===== src/rtl/rrpm_pkg.sv =====
// shared types and constants of the round robin poll master
// no dependencies; used by rrpm_core and round_robin_poll_master
package rrpm_pkg;

  localparam int unsigned SLOT_W   = 16;
  localparam int unsigned TMO_W    = 16;
  localparam int unsigned RETRY_W  = 4;
  localparam int unsigned TIME_W   = 32;
  localparam int unsigned BUSY_W   = 4;
  localparam int unsigned CODE_W   = 8;
  localparam int unsigned PORT_CH_W = 2;
  localparam int unsigned CFG_IDX_W = 2;

  localparam logic [SLOT_W-1:0]  RESET_SLOT_MS    = 16'd100;
  localparam logic [TMO_W-1:0]   RESET_TIMEOUT_MS = 16'd100;
  localparam logic [RETRY_W-1:0] RESET_RETRIES    = 4'd3;

  typedef enum logic [CFG_IDX_W-1:0] {
    CFG_POLL_SLOT     = 2'd0,
    CFG_REPLY_TIMEOUT = 2'd1,
    CFG_RETRY_LIMIT   = 2'd2
  } cfg_idx_e;

  typedef enum logic [1:0] {
    ACT_TICK      = 2'd0,
    ACT_VALID     = 2'd1,
    ACT_INVALID   = 2'd2,
    ACT_LINK_ERR  = 2'd3
  } action_e;

  typedef enum logic [2:0] {
    RSN_NONE        = 3'd0,
    RSN_TIMEOUT     = 3'd1,
    RSN_BAD_REPLY   = 3'd2,
    RSN_LINK        = 3'd3,
    RSN_RETRY_LIMIT = 3'd4
  } reason_e;

  typedef struct packed {
    reason_e              reason;
    logic [PORT_CH_W-1:0] chan;
    logic [RETRY_W-1:0]   retry;
    logic [CODE_W-1:0]    detail;
  } err_log_t;

  // result flags, send_request in the lowest bit when packed into tuser
  typedef struct packed {
    logic skipped;
    logic completed;
    logic gave_up;
    logic send;
  } flags_t;

  typedef struct packed {
    logic [SLOT_W-1:0]  slot;
    logic [TMO_W-1:0]   timeout;
    logic [RETRY_W-1:0] limit;
  } cfg_t;

endpackage


===== src/rtl/rrpm_core.sv =====
// next-state and result logic for one event of the poll master
// depends on rrpm_pkg
module rrpm_core #(
  parameter int unsigned NUM_CHANNELS = 4,
  localparam int unsigned CW = (NUM_CHANNELS > 4) ? 3 : 2
) (
  input  rrpm_pkg::cfg_t                    cfg_i,
  input  rrpm_pkg::action_e                 action_i,
  input  logic [rrpm_pkg::PORT_CH_W-1:0]    channel_i,
  input  logic [rrpm_pkg::TIME_W-1:0]       now_i,
  input  logic [rrpm_pkg::BUSY_W-1:0]       busy_i,
  input  logic [rrpm_pkg::CODE_W-1:0]       code_i,
  input  logic                              awaiting_i,
  input  logic [CW-1:0]                     active_i,
  input  logic [CW-1:0]                     next_i,
  input  logic [rrpm_pkg::RETRY_W-1:0]      retries_i,
  input  logic [rrpm_pkg::TIME_W-1:0]       req_time_i,
  input  logic [rrpm_pkg::TIME_W-1:0]       next_poll_i,
  input  rrpm_pkg::err_log_t                log_i,
  output logic                              awaiting_o,
  output logic [CW-1:0]                     active_o,
  output logic [CW-1:0]                     next_o,
  output logic [rrpm_pkg::RETRY_W-1:0]      retries_o,
  output logic [rrpm_pkg::TIME_W-1:0]       req_time_o,
  output logic [rrpm_pkg::TIME_W-1:0]       next_poll_o,
  output rrpm_pkg::err_log_t                log_o,
  output rrpm_pkg::flags_t                  flags_o,
  output logic [rrpm_pkg::PORT_CH_W-1:0]    out_chan_o
);

  logic [rrpm_pkg::TIME_W-1:0] elapsed;
  logic [rrpm_pkg::TIME_W-1:0] since_poll;
  logic [CW-1:0]               ch_ext;
  logic                        ch_ok;
  logic                        ch_match;
  logic                        fail;
  rrpm_pkg::reason_e           fail_reason;
  logic [rrpm_pkg::CODE_W-1:0] fail_detail;
  logic                        start;
  logic [CW-1:0]               ev_ch;
  logic                        busy_hit;
  logic                        finish;
  logic                        fin_now_based;
  logic [rrpm_pkg::TIME_W-1:0] fin_elapsed;
  logic [rrpm_pkg::TIME_W-1:0] fin_base;

  assign elapsed    = now_i - req_time_i;
  assign since_poll = now_i - next_poll_i;
  assign ch_ext     = CW'(channel_i);
  assign ch_ok      = 32'(channel_i) < NUM_CHANNELS;
  assign ch_match   = ch_ok && awaiting_i && (ch_ext == active_i);
  // channels above the busy mask width are never busy
  assign busy_hit   = (32'(ev_ch) < rrpm_pkg::BUSY_W) &&
                      busy_i[ev_ch[rrpm_pkg::PORT_CH_W-1:0]];

  always_comb begin
    awaiting_o    = awaiting_i;
    active_o      = active_i;
    next_o        = next_i;
    retries_o     = retries_i;
    req_time_o    = req_time_i;
    next_poll_o   = next_poll_i;
    log_o         = log_i;
    flags_o       = '0;
    out_chan_o    = '0;
    fail          = 1'b0;
    fail_reason   = rrpm_pkg::RSN_NONE;
    fail_detail   = '0;
    start         = 1'b0;
    ev_ch         = active_i;
    finish        = 1'b0;
    fin_now_based = 1'b0;

    // event decode
    unique case (action_i)
      rrpm_pkg::ACT_TICK: begin
        if (awaiting_i) begin
          if (elapsed >= 32'(cfg_i.timeout)) begin
            fail        = 1'b1;
            fail_reason = rrpm_pkg::RSN_TIMEOUT;
          end
        end else if (!since_poll[rrpm_pkg::TIME_W-1]) begin
          start = 1'b1;
          ev_ch = next_i;
        end
      end
      rrpm_pkg::ACT_LINK_ERR: begin
        if (ch_ok) begin
          log_o.reason = rrpm_pkg::RSN_LINK;
          log_o.chan   = channel_i;
          log_o.retry  = retries_i;
          log_o.detail = code_i;
          if (ch_match) begin
            fail        = 1'b1;
            fail_reason = rrpm_pkg::RSN_LINK;
            fail_detail = code_i;
          end
        end
      end
      rrpm_pkg::ACT_VALID: begin
        if (ch_match) begin
          flags_o.completed = 1'b1;
          out_chan_o        = channel_i;
          finish            = 1'b1;
        end
      end
      rrpm_pkg::ACT_INVALID: begin
        if (ch_match) begin
          fail        = 1'b1;
          fail_reason = rrpm_pkg::RSN_BAD_REPLY;
        end
      end
      default: ;
    endcase

    // failed attempt: retry or give up
    if (fail) begin
      log_o.reason = fail_reason;
      log_o.chan   = ev_ch[rrpm_pkg::PORT_CH_W-1:0];
      log_o.retry  = retries_i;
      log_o.detail = fail_detail;
      if (retries_i < cfg_i.limit) begin
        retries_o = retries_i + 1'b1;
        start     = 1'b1;
      end else begin
        log_o.reason    = rrpm_pkg::RSN_RETRY_LIMIT;
        log_o.detail    = '0;
        flags_o.gave_up = 1'b1;
        out_chan_o      = ev_ch[rrpm_pkg::PORT_CH_W-1:0];
        finish          = 1'b1;
      end
    end

    // poll start, busy channels finish at once
    if (start) begin
      out_chan_o = ev_ch[rrpm_pkg::PORT_CH_W-1:0];
      req_time_o = now_i;
      if (busy_hit) begin
        flags_o.skipped = 1'b1;
        finish          = 1'b1;
        fin_now_based   = 1'b1;
      end else begin
        active_o     = ev_ch;
        awaiting_o   = 1'b1;
        flags_o.send = 1'b1;
      end
    end

    fin_elapsed = fin_now_based ? '0 : elapsed;
    fin_base    = fin_now_based ? now_i : req_time_i;
    if (finish) begin
      awaiting_o = 1'b0;
      retries_o  = '0;
      next_o     = (32'(ev_ch) == NUM_CHANNELS - 1) ? '0 : ev_ch + 1'b1;
      if (fin_elapsed < 32'(cfg_i.slot)) begin
        next_poll_o = fin_base + 32'(cfg_i.slot);
      end else begin
        next_poll_o = now_i;
      end
    end
  end

endmodule


===== src/rtl/round_robin_poll_master.sv =====
// round robin poll master: an input transaction passes the input register, then
// the result register; throughput 1 event per cycle while the result stream accepts,
// set by the single pass of rrpm_core between the two registers
// reset: channel state, error log and configuration (slot 100, timeout 100,
// retry limit 3) clear asynchronously on rst_ni low; no clearing pass
// depends on rrpm_pkg and rrpm_core
module round_robin_poll_master #(
  parameter int unsigned NUM_CHANNELS = 4
) (
  input  logic        clk_i,
  input  logic        rst_ni,
  // configuration write channel
  input  logic        cfg_valid_i,
  output logic        cfg_ready_o,
  input  logic [1:0]  cfg_index_i,
  input  logic [15:0] cfg_data_i,
  // event stream
  input  logic        s_axis_tvalid,
  output logic        s_axis_tready,
  // channel [1:0], now_ms [33:2], busy_mask [37:34], link_error_code [45:38], zero pad
  input  logic [47:0] s_axis_tdata,
  // action [1:0]
  input  logic [1:0]  s_axis_tuser,
  // result stream
  output logic        m_axis_tvalid,
  input  logic        m_axis_tready,
  // out_channel [1:0], error_reason [4:2], error_channel [6:5], error_retry [10:7],
  // error_detail [18:11], zero pad
  output logic [23:0] m_axis_tdata,
  // send_request [0], gave_up [1], completed [2], skipped [3]
  output logic [3:0]  m_axis_tuser
);

  localparam int unsigned CW = (NUM_CHANNELS > 4) ? 3 : 2;

  // configuration registers
  rrpm_pkg::cfg_t cfg_q;

  // input register
  logic        in_valid_q;
  logic [47:0] in_data_q;
  logic [1:0]  in_user_q;

  // channel state
  logic                           awaiting_q, awaiting_d;
  logic [CW-1:0]                  active_q, active_d;
  logic [CW-1:0]                  next_q, next_d;
  logic [rrpm_pkg::RETRY_W-1:0]   retries_q, retries_d;
  logic [rrpm_pkg::TIME_W-1:0]    req_time_q, req_time_d;
  logic [rrpm_pkg::TIME_W-1:0]    next_poll_q, next_poll_d;
  rrpm_pkg::err_log_t             log_q, log_d;

  // result register
  logic                           out_valid_q;
  rrpm_pkg::flags_t               out_flags_q, flags_d;
  logic [rrpm_pkg::PORT_CH_W-1:0] out_chan_q, out_chan_d;
  rrpm_pkg::err_log_t             out_log_q;

  logic out_free;
  logic advance;
  logic in_take;

  // result slot free when empty or being drained this cycle
  assign out_free      = !out_valid_q || m_axis_tready;
  assign advance       = in_valid_q && out_free;
  assign s_axis_tready = !in_valid_q || out_free;
  assign in_take       = s_axis_tvalid && s_axis_tready;
  assign cfg_ready_o   = 1'b1;

  // configuration writes, unknown indexes are dropped
  always_ff @(posedge clk_i or negedge rst_ni) begin
    if (!rst_ni) begin
      cfg_q.slot    <= rrpm_pkg::RESET_SLOT_MS;
      cfg_q.timeout <= rrpm_pkg::RESET_TIMEOUT_MS;
      cfg_q.limit   <= rrpm_pkg::RESET_RETRIES;
    end else if (cfg_valid_i) begin
      unique case (rrpm_pkg::cfg_idx_e'(cfg_index_i))
        rrpm_pkg::CFG_POLL_SLOT:     cfg_q.slot    <= cfg_data_i;
        rrpm_pkg::CFG_REPLY_TIMEOUT: cfg_q.timeout <= cfg_data_i;
        rrpm_pkg::CFG_RETRY_LIMIT:   cfg_q.limit   <= cfg_data_i[rrpm_pkg::RETRY_W-1:0];
        default: ;
      endcase
    end
  end

  // input register stage
  always_ff @(posedge clk_i or negedge rst_ni) begin
    if (!rst_ni) begin
      in_valid_q <= 1'b0;
    end else if (in_take) begin
      in_valid_q <= 1'b1;
    end else if (advance) begin
      in_valid_q <= 1'b0;
    end
  end

  always_ff @(posedge clk_i) begin
    if (in_take) begin
      in_data_q <= s_axis_tdata;
      in_user_q <= s_axis_tuser;
    end
  end

  // one event per cycle through the decision logic while the result register is free
  rrpm_core #(
    .NUM_CHANNELS(NUM_CHANNELS)
  ) u_core (
    .cfg_i       (cfg_q),
    .action_i    (rrpm_pkg::action_e'(in_user_q)),
    .channel_i   (in_data_q[1:0]),
    .now_i       (in_data_q[33:2]),
    .busy_i      (in_data_q[37:34]),
    .code_i      (in_data_q[45:38]),
    .awaiting_i  (awaiting_q),
    .active_i    (active_q),
    .next_i      (next_q),
    .retries_i   (retries_q),
    .req_time_i  (req_time_q),
    .next_poll_i (next_poll_q),
    .log_i       (log_q),
    .awaiting_o  (awaiting_d),
    .active_o    (active_d),
    .next_o      (next_d),
    .retries_o   (retries_d),
    .req_time_o  (req_time_d),
    .next_poll_o (next_poll_d),
    .log_o       (log_d),
    .flags_o     (flags_d),
    .out_chan_o  (out_chan_d)
  );

  // state commits only when the event moves into the result register
  always_ff @(posedge clk_i or negedge rst_ni) begin
    if (!rst_ni) begin
      awaiting_q  <= 1'b0;
      active_q    <= '0;
      next_q      <= '0;
      retries_q   <= '0;
      req_time_q  <= '0;
      next_poll_q <= '0;
      log_q       <= '{reason: rrpm_pkg::RSN_NONE, chan: '0, retry: '0, detail: '0};
    end else if (advance) begin
      awaiting_q  <= awaiting_d;
      active_q    <= active_d;
      next_q      <= next_d;
      retries_q   <= retries_d;
      req_time_q  <= req_time_d;
      next_poll_q <= next_poll_d;
      log_q       <= log_d;
    end
  end

  // result register
  always_ff @(posedge clk_i or negedge rst_ni) begin
    if (!rst_ni) begin
      out_valid_q <= 1'b0;
    end else if (advance) begin
      out_valid_q <= 1'b1;
    end else if (m_axis_tready) begin
      out_valid_q <= 1'b0;
    end
  end

  always_ff @(posedge clk_i) begin
    if (advance) begin
      out_flags_q <= flags_d;
      out_chan_q  <= out_chan_d;
      out_log_q   <= log_d;
    end
  end

  assign m_axis_tvalid = out_valid_q;
  assign m_axis_tuser  = out_flags_q;
  assign m_axis_tdata  = {5'd0, out_log_q.detail, out_log_q.retry, out_log_q.chan,
                          out_log_q.reason, out_chan_q};

  // at most one flag per result
  a_flags_onehot0 : assert property (@(posedge clk_i) disable iff (!rst_ni)
    m_axis_tvalid |-> $onehot0(m_axis_tuser))
    else $error("more than one result flag set");

  // a give-up always leaves the retry limit entry in the log
  a_gave_up_logged : assert property (@(posedge clk_i) disable iff (!rst_ni)
    (m_axis_tvalid && out_flags_q.gave_up) |-> (out_log_q.reason == rrpm_pkg::RSN_RETRY_LIMIT))
    else $error("give-up without retry limit entry");

  // a sent request leaves a reply outstanding
  a_send_awaits : assert property (@(posedge clk_i) disable iff (!rst_ni)
    (advance && flags_d.send) |=> awaiting_q)
    else $error("request sent but no reply awaited");

  // retries only count while a reply is outstanding
  a_idle_no_retries : assert property (@(posedge clk_i) disable iff (!rst_ni)
    !awaiting_q |-> (retries_q == '0))
    else $error("retry count held while idle");

  // state moves only with an event
  a_state_hold : assert property (@(posedge clk_i) disable iff (!rst_ni)
    !advance |=> ($stable(awaiting_q) && $stable(next_poll_q) && $stable(log_q)))
    else $error("channel state changed without an event");

endmodule

===== config.mk =====
export PLATFORM = sky130hd
export DESIGN_NAME = round_robin_poll_master
export DESIGN_NICKNAME = d
export VERILOG_FILES = /design/src/rtl/rrpm_pkg.sv /design/src/rtl/rrpm_core.sv /design/src/rtl/round_robin_poll_master.sv
export SDC_FILE = /design/constraint.sdc
export NUM_CORES = 1
export LEC_CHECK = 0
export BUFFER_PORTS_ARGS = -buffer_cell sky130_fd_sc_hd__clkbuf_2
export CORE_MARGIN = 1
export CORE_UTILIZATION = 55
export CTS_BUF_LIST = sky130_fd_sc_hd__clkbuf_8 sky130_fd_sc_hd__clkbuf_16
export CTS_CLUSTER_SIZE = 8
export DETAILED_ROUTE_END_ITERATION = 7
export PLACE_DENSITY = 0.77
export SLEW_MARGIN = 25
export SYNTH_ARGS = -nofsm -noshare
export SYNTH_HDL_FRONTEND = slang
export SYNTH_HIERARCHICAL = 1
export SYNTH_SLANG_ARGS = --single-unit

===== constraint.sdc =====
create_clock -name clk_i -period 6.95 [get_ports clk_i]
set_input_delay 0.695 -clock clk_i [delete_from_list [all_inputs] [get_ports clk_i]]
set_output_delay 0.695 -clock clk_i [all_outputs]
set_load 0.05 [all_outputs]

; Word level (Yosys, flattened, before mapping)
; Cells that the tools add are included.
[totals]
reg_bits = 199
in_bits = 73
output_inout_bits = 31
elab_cells = 120
[classes]
addsub = 5
order_cmp = 4
eq_ne = 8
n_mux = 53
n_bitwise = 1
reduce_logical = 23
[op_table]
columns = op, n
row1 = $mux W32, 3
row2 = $sub A32 B32 Y32, 2
row3 = $mux W17, 2
row4 = $add A32 B16 Y32, 1
row5 = $ge A32 B16 Y1, 1
row6 = $lt A32 B16 Y1, 1
row7 = $mux W1, 26
row8 = $mux W8, 3
row9 = $mux W2, 11
row10 = $mux W4, 3
row11 = $reduce_and A2 Y1, 5
row12 = $reduce_bool A2 Y1, 5
row13 = $pmux W3 S3, 1
row14 = $reduce_and A3 Y1, 3
row15 = $eq A2 B2 Y1 const B, 4
row16 = $mux W3, 2
row17 = $add A4 B1 Y4 const B, 1
row18 = $eq A2 B1 Y1 const B, 2
row19 = $logic_not A2 Y1, 2
row20 = $lt A4 B4 Y1, 1
row21 = $logic_and A1 B1 Y1, 3
row22 = $lt A2 B3 Y1 const B, 1
row23 = $add A2 B1 Y2 const B, 1
row24 = $bmux W1 S2, 1
row25 = other kinds (7), 9

; Longest topological paths before layout
[logic_depth]
ltp_word = 11
ltp_mapped = 42
depth_no_buf = 39

; Cells and area by module
; Netlist, hierarchy kept.
[modules_own_cells]
columns = module, n_inst, cells_each, area_per_inst_um2, seq_area_each_um2
row1 = rrpm_core, 1, 1090, 7023.0, 0.0
row2 = round_robin_poll_master, 1, 354, 6960.4, 5345.1

; Worst setup path before layout
; OpenSTA, ideal clock, no wires.
[synth_path]
path_kind = reg2reg
from = reg in_data_q[2]
to = reg next_poll_q[30] in the netlist's numbering
setup_ps = 125
t_arrival_ps = 7479
required_time_ps = 6825
slack_ps = -654
path_stages_with_launch = 41
synth_period_minus_slack_ps = 7604
cell_sequence = edfxtp_1 -> inv_1 -> ha_1 -> inv_1 -> fa_1 -> a21o_1 -> a221oi_2 -> xnor2_1 -> ha_1 -> a21o_1 -> a211o_1 -> o21ai_0 -> a21oi_1 -> o31ai_1 -> nand2b_1 -> o41ai_4 -> a211oi_4 -> nor2_4 -> [... 5 more ...] -> o21ai_0 -> ha_1 -> nor2b_1 -> o21ai_0 -> nand2b_1 -> and2_1 -> o41ai_1 -> o2111ai_1 -> o211ai_1 -> o21ai_0 -> a311oi_1 -> clkbuf_1 -> nor3_1 -> xnor2_1 -> nand2_1 -> a21oi_1 -> o22ai_1 -> mux2_2
[synth_between]
elab_chain_cells = 11
[synth_lines]
columns = element, line
row1 = start: declaration, round_robin_poll_master.sv:41  ; logic [47:0] in_data_q;
row2 = start signal: assignment, round_robin_poll_master.sv:99  ; in_data_q <= s_axis_tdata;
row3 = branches (longest 11 deep; another with $sub A32 B32 Y32), n/a
row4 = end signal: assignment, round_robin_poll_master.sv:148  ; next_poll_q <= next_poll_d;
row5 = end: declaration, round_robin_poll_master.sv:50  ; logic [rrpm_pkg::TIME_W-1:0] next_poll_q, next_poll_d;
; Several ways; the timed one is not identified. The select of a mux whose other input is x is not followed.
; A chain may end at the register's enable or synchronous reset.

; Worst setup path after layout
[layout_path]
from = reg in_data_q[2]
to = reg next_poll_q[19] in the netlist's numbering
; The elaborated chain is that of the path after synthesis.

==> flow_metrics.py <==
metrics = {
    "status": {
        "status": "complete, but fails checks",
        "violations": "DRC, setup timing",
    },
    "setup_path": {
        "crit_required_ps": 7280,
        "rr_startpoint": "in_data_q[2]",
        "endpoint_kind": "flip-flop",
        "timing.rr.end": "next_poll_q[19]",
        "crit_arrival_ps": 7710,
        "max_stage_delay_ps": 420,
        "rrSetupSlack_ps": -430,
        "worst_setup_path_start_kind": "flip-flop",
        "slowest_stage": "edfxtp_1",
        "rr_worst_depth": 40,
        "path_max_fanout": 5,
        "critPathKind": "flip-flop to flip-flop",
    },
    "clock_network": {
        "clockBufferDepth": 2,
        "cts_buffers": 17,
        "clk_latency_ps": 450,
        "cts.sinks": 199,
        "path_clk_slew_ps": 90,
        "h-tree-depth": 4,
        "clock-root-buffer": "clkbuf_16",
        "tritoncts": "done",
    },
    "placement": {
        "pre_cts_slack_ps": -658,
        "io_buffer_count": 95,
        "hpwl_mm": 26.2,
        "gp_congestion": 0.934,
        "dp_cells": 1961,
        "dpl_cell_area_sq_um": 15900,
    },
    "power": {
        "vdd_ir_drop_max_mv": 0.238,
        "p_sw_mw": 3.50,
        "seq_power_share": 0.230,
        "powerDensity_nw_per_um2": 457,
        "leakage_nw": 7.81,
        "p_int_mw": 4.36,
        "combinationalPowerShare": 0.629,
        "swShare": 0.445,
        "power.share.clock": 0.141,
    },
    "yosys": {
        "synth_simple_gate_area_share": 0.136,
        "ys_async_sr_fraction": 0.643,
        "synth_compound_gate_area_share": 0.171,
        "ys_seq_area_frac": 0.382,
        "synth-edff-count": 71,
        "synthAdderAreaFrac": 0.104,
        "synth_ff_type": "dfrtp_1",
        "synth_area_leader_cell": "dfrtp_1",
        "synth_top_family_by_area": "compound AO/OA/AOI/OAI gates",
        "synthXorXnorAreaFrac": 0.0344,
        "avgSynthCellArea_sq_um": 9.68,
        "syn_inst": 1444,
        "synthDominantCellAreaShare": 0.215,
        "synth_cell_type_count": 86,
        "synthMuxAreaShare": 0.118,
        "synth_area_leaders": "dfrtp_1, edfxtp_1, mux2_2",
        "syn_area_sq_um": 14000,
        "synth_seq_cells": 199,
        "synth-warning-count": 6,
    },
    "sta": {
        "slew_viol_final": 0,
        "relSlewSlack": 0.327,
        "finClkSkew_ps": 20.3,
        "finalCritPeriodShare": 1.06,
        "setup_ws_ps": -428,
        "setup_viol": 18,
        "hold_violations": 0,
        "worst_slew_pin_slew_ps": 1010,
        "layout_min_cycle_time_ps": 7380,
        "max_freq_ghz": 0.136,
        "rsz0062_at_grt": "yes",
    },
    "job": {
        "maxCapViolCount": 0,
    },
    "global_routing": {
        "grt_pass1_wl_mm": 60.0,
        "antenna_found_initial": 0,
        "grt_pass1_vias": 12100,
        "grt_start_max_net_pins": 71,
        "grt-ovfl-total": 0,
        "grt_use_total": 0.291,
    },
    "finish": {
        "n_fill_cell": 1775,
        "syn_to_final_growth_pct": 23.0,
        "antenna_cells": 0,
        "final_cell_area_sq_um": 17200,
        "fin_cells": 2019,
        "nNetsFinal": 1870,
        "drive_gt1_frac": 0.329,
    },
    "floorplan": {
        "die_y_um": 161,
        "die_w_um": 161,
        "ioPinCount": 104,
        "core_sq_um": 24600,
        "initial_core_util": 0.568,
        "dieArea_sq_um": 26100,
        "rows": 57,
    },
    "min_path": {
        "hp-class": "input pin to async pin",
    },
    "drt": {
        "vias": 12200,
        "drc": 1,
        "viasPerCell": 6.05,
        "firstDrtPassIters": 8,
        "ant_nets": 0,
        "drt_wl_total_mm": 38.6,
        "drt-initial-drc-count": 957,
        "wl_per_cell_um": 19.1,
    },
}
## area by class of cell
cell class,count,area (sq um),area share
clock buffer,17,425,0.0247
multi-input combinational,1074,8380,0.487
tap,324,405,0.0236
inverter,110,415,0.0242
sequential,199,5350,0.311
timing repair buffer,280,1990,0.116
clock inverter,15,235,0.0137
## worst max-delay path: cells and delay by family (launching register included)
kind	cells	cell delay, ps
mux	1	270
compound gates	17	2890
flops	1	420
xor+xnor	2	360
fa+ha+maj	4	1130
simple gates	8	1150
buf+inv	8	1000
## power groups by stage
stage	clock network (mW)	registers, mW	logic [mW]
final	1.11	1.80	4.94
after global routing	1.17	1.84	5.32
after CTS	1.12	1.79	4.59
after global placement	0	1.79	4.17
after floorplan	0	1.84	2.87
after detailed placement	0	1.81	4.31
## cells in the final DEF (no fill, tap or decap), types with 65 or more instances in the layout
master / instances
dfrtp_1: 120
nand2_1: 129
edfxtp_1: 71
o21ai_0: 82
a21oi_1: 92
mux2_2: 129
inv_1: 107
clkbuf_2: 94
buf_4: 168
ha_1: 108
nor2_1: 65
## synthesized netlist by cell type (24+ instances only)
| cell | n |
|---|---|
| mux2_2 | 135 |
| nand2_1 | 135 |
| dfrtp_1 | 120 |
| ha_1 | 113 |
| inv_1 | 109 |
| a21oi_1 | 104 |
| o21ai_0 | 93 |
| edfxtp_1 | 71 |
| nor2_1 | 70 |
| xnor2_1 | 37 |
| a21o_1 | 34 |
| buf_2 | 27 |
| nor3_1 | 27 |
| and2_1 | 26 |
| nand3_1 | 25 |
| nand4_1 | 24 |
## stage by stage
step / total power [mW] / setup TNS, ps / hold WS, ps / utilization
2_1_floorplan: 4.71 / -3060 / 399 / -
3_3_place_gp: 5.96 / -5440 / 482 / 0.644
3_5_place_dp: 6.12 / -11450 / 490 / 0.644
4_1_cts: 7.50 / -2990 / 280 / 0.683
5_1_grt: 8.33 / -12400 / 303 / 0.699
6_report: 7.86 / -5630 / 260 / 0.699
## how the worst max path moves through the flow
stage                       from              end  slack (ps)  cells past startpoint
finish              in_data_q[2]  next_poll_q[19]        -430                     40
global route        in_data_q[2]  next_poll_q[11]        -650                     42
CTS                 in_data_q[2]  next_poll_q[31]        -230                     38
detailed placement  in_data_q[2]  next_poll_q[31]        -660                     40
global placement    in_data_q[2]  next_poll_q[16]        -410                     35
floorplan           in_data_q[2]  next_poll_q[30]        -390                     40
## routing by layer
layer,share of wire,routed length [um],vias to the layer above,GRT usage
li1,-,-,5670,-
met1,0.43,16500,5947,0.374
met2,0.49,18800,523,0.497
met3,0.060,2320,85,0.0388
met4,0.028,1080,0,0.113
met5,0,0,-,0
## state kept, by name, indices dropped and copies added, names as in the netlist
name and cells:
in_user_q 2, out_chan_q 2, awaiting_q 1, m_axis_tuser 4
active_q 2, retries_q 4, next_poll_q 32, m_axis_tvalid 1
in_valid_q 1, log_q 17, cfg_q 36, in_data_q 46
next_q 2, req_time_q 32, m_axis_tdata 17
## what timing repair did
item | CTS | global route
buffers inserted | 16 | 9
pin swaps | 42 | 35
cloned | 0 | 1
setup endpoints to repair | 32 | 32
hold buffers | 0 | 0
gates resized for setup | 46 | 59
## cells by family (layout without fill, tap and decap cells)
| kind of cell | after synthesis | after routing |
|---|---|---|
| AOI/OAI and AO/OA | 366 | 366 |
| xor gates and xnor gates | 55 | 55 |
| adders and majority gates | 115 | 115 |
| buffers and inverters | 175 | 422 |
| DFF | 199 | 199 |
| muxes | 146 | 146 |
| other | 2 | 6 |
| and+or+nand+nor | 386 | 386 |
(Power assumes the default switching activity.)
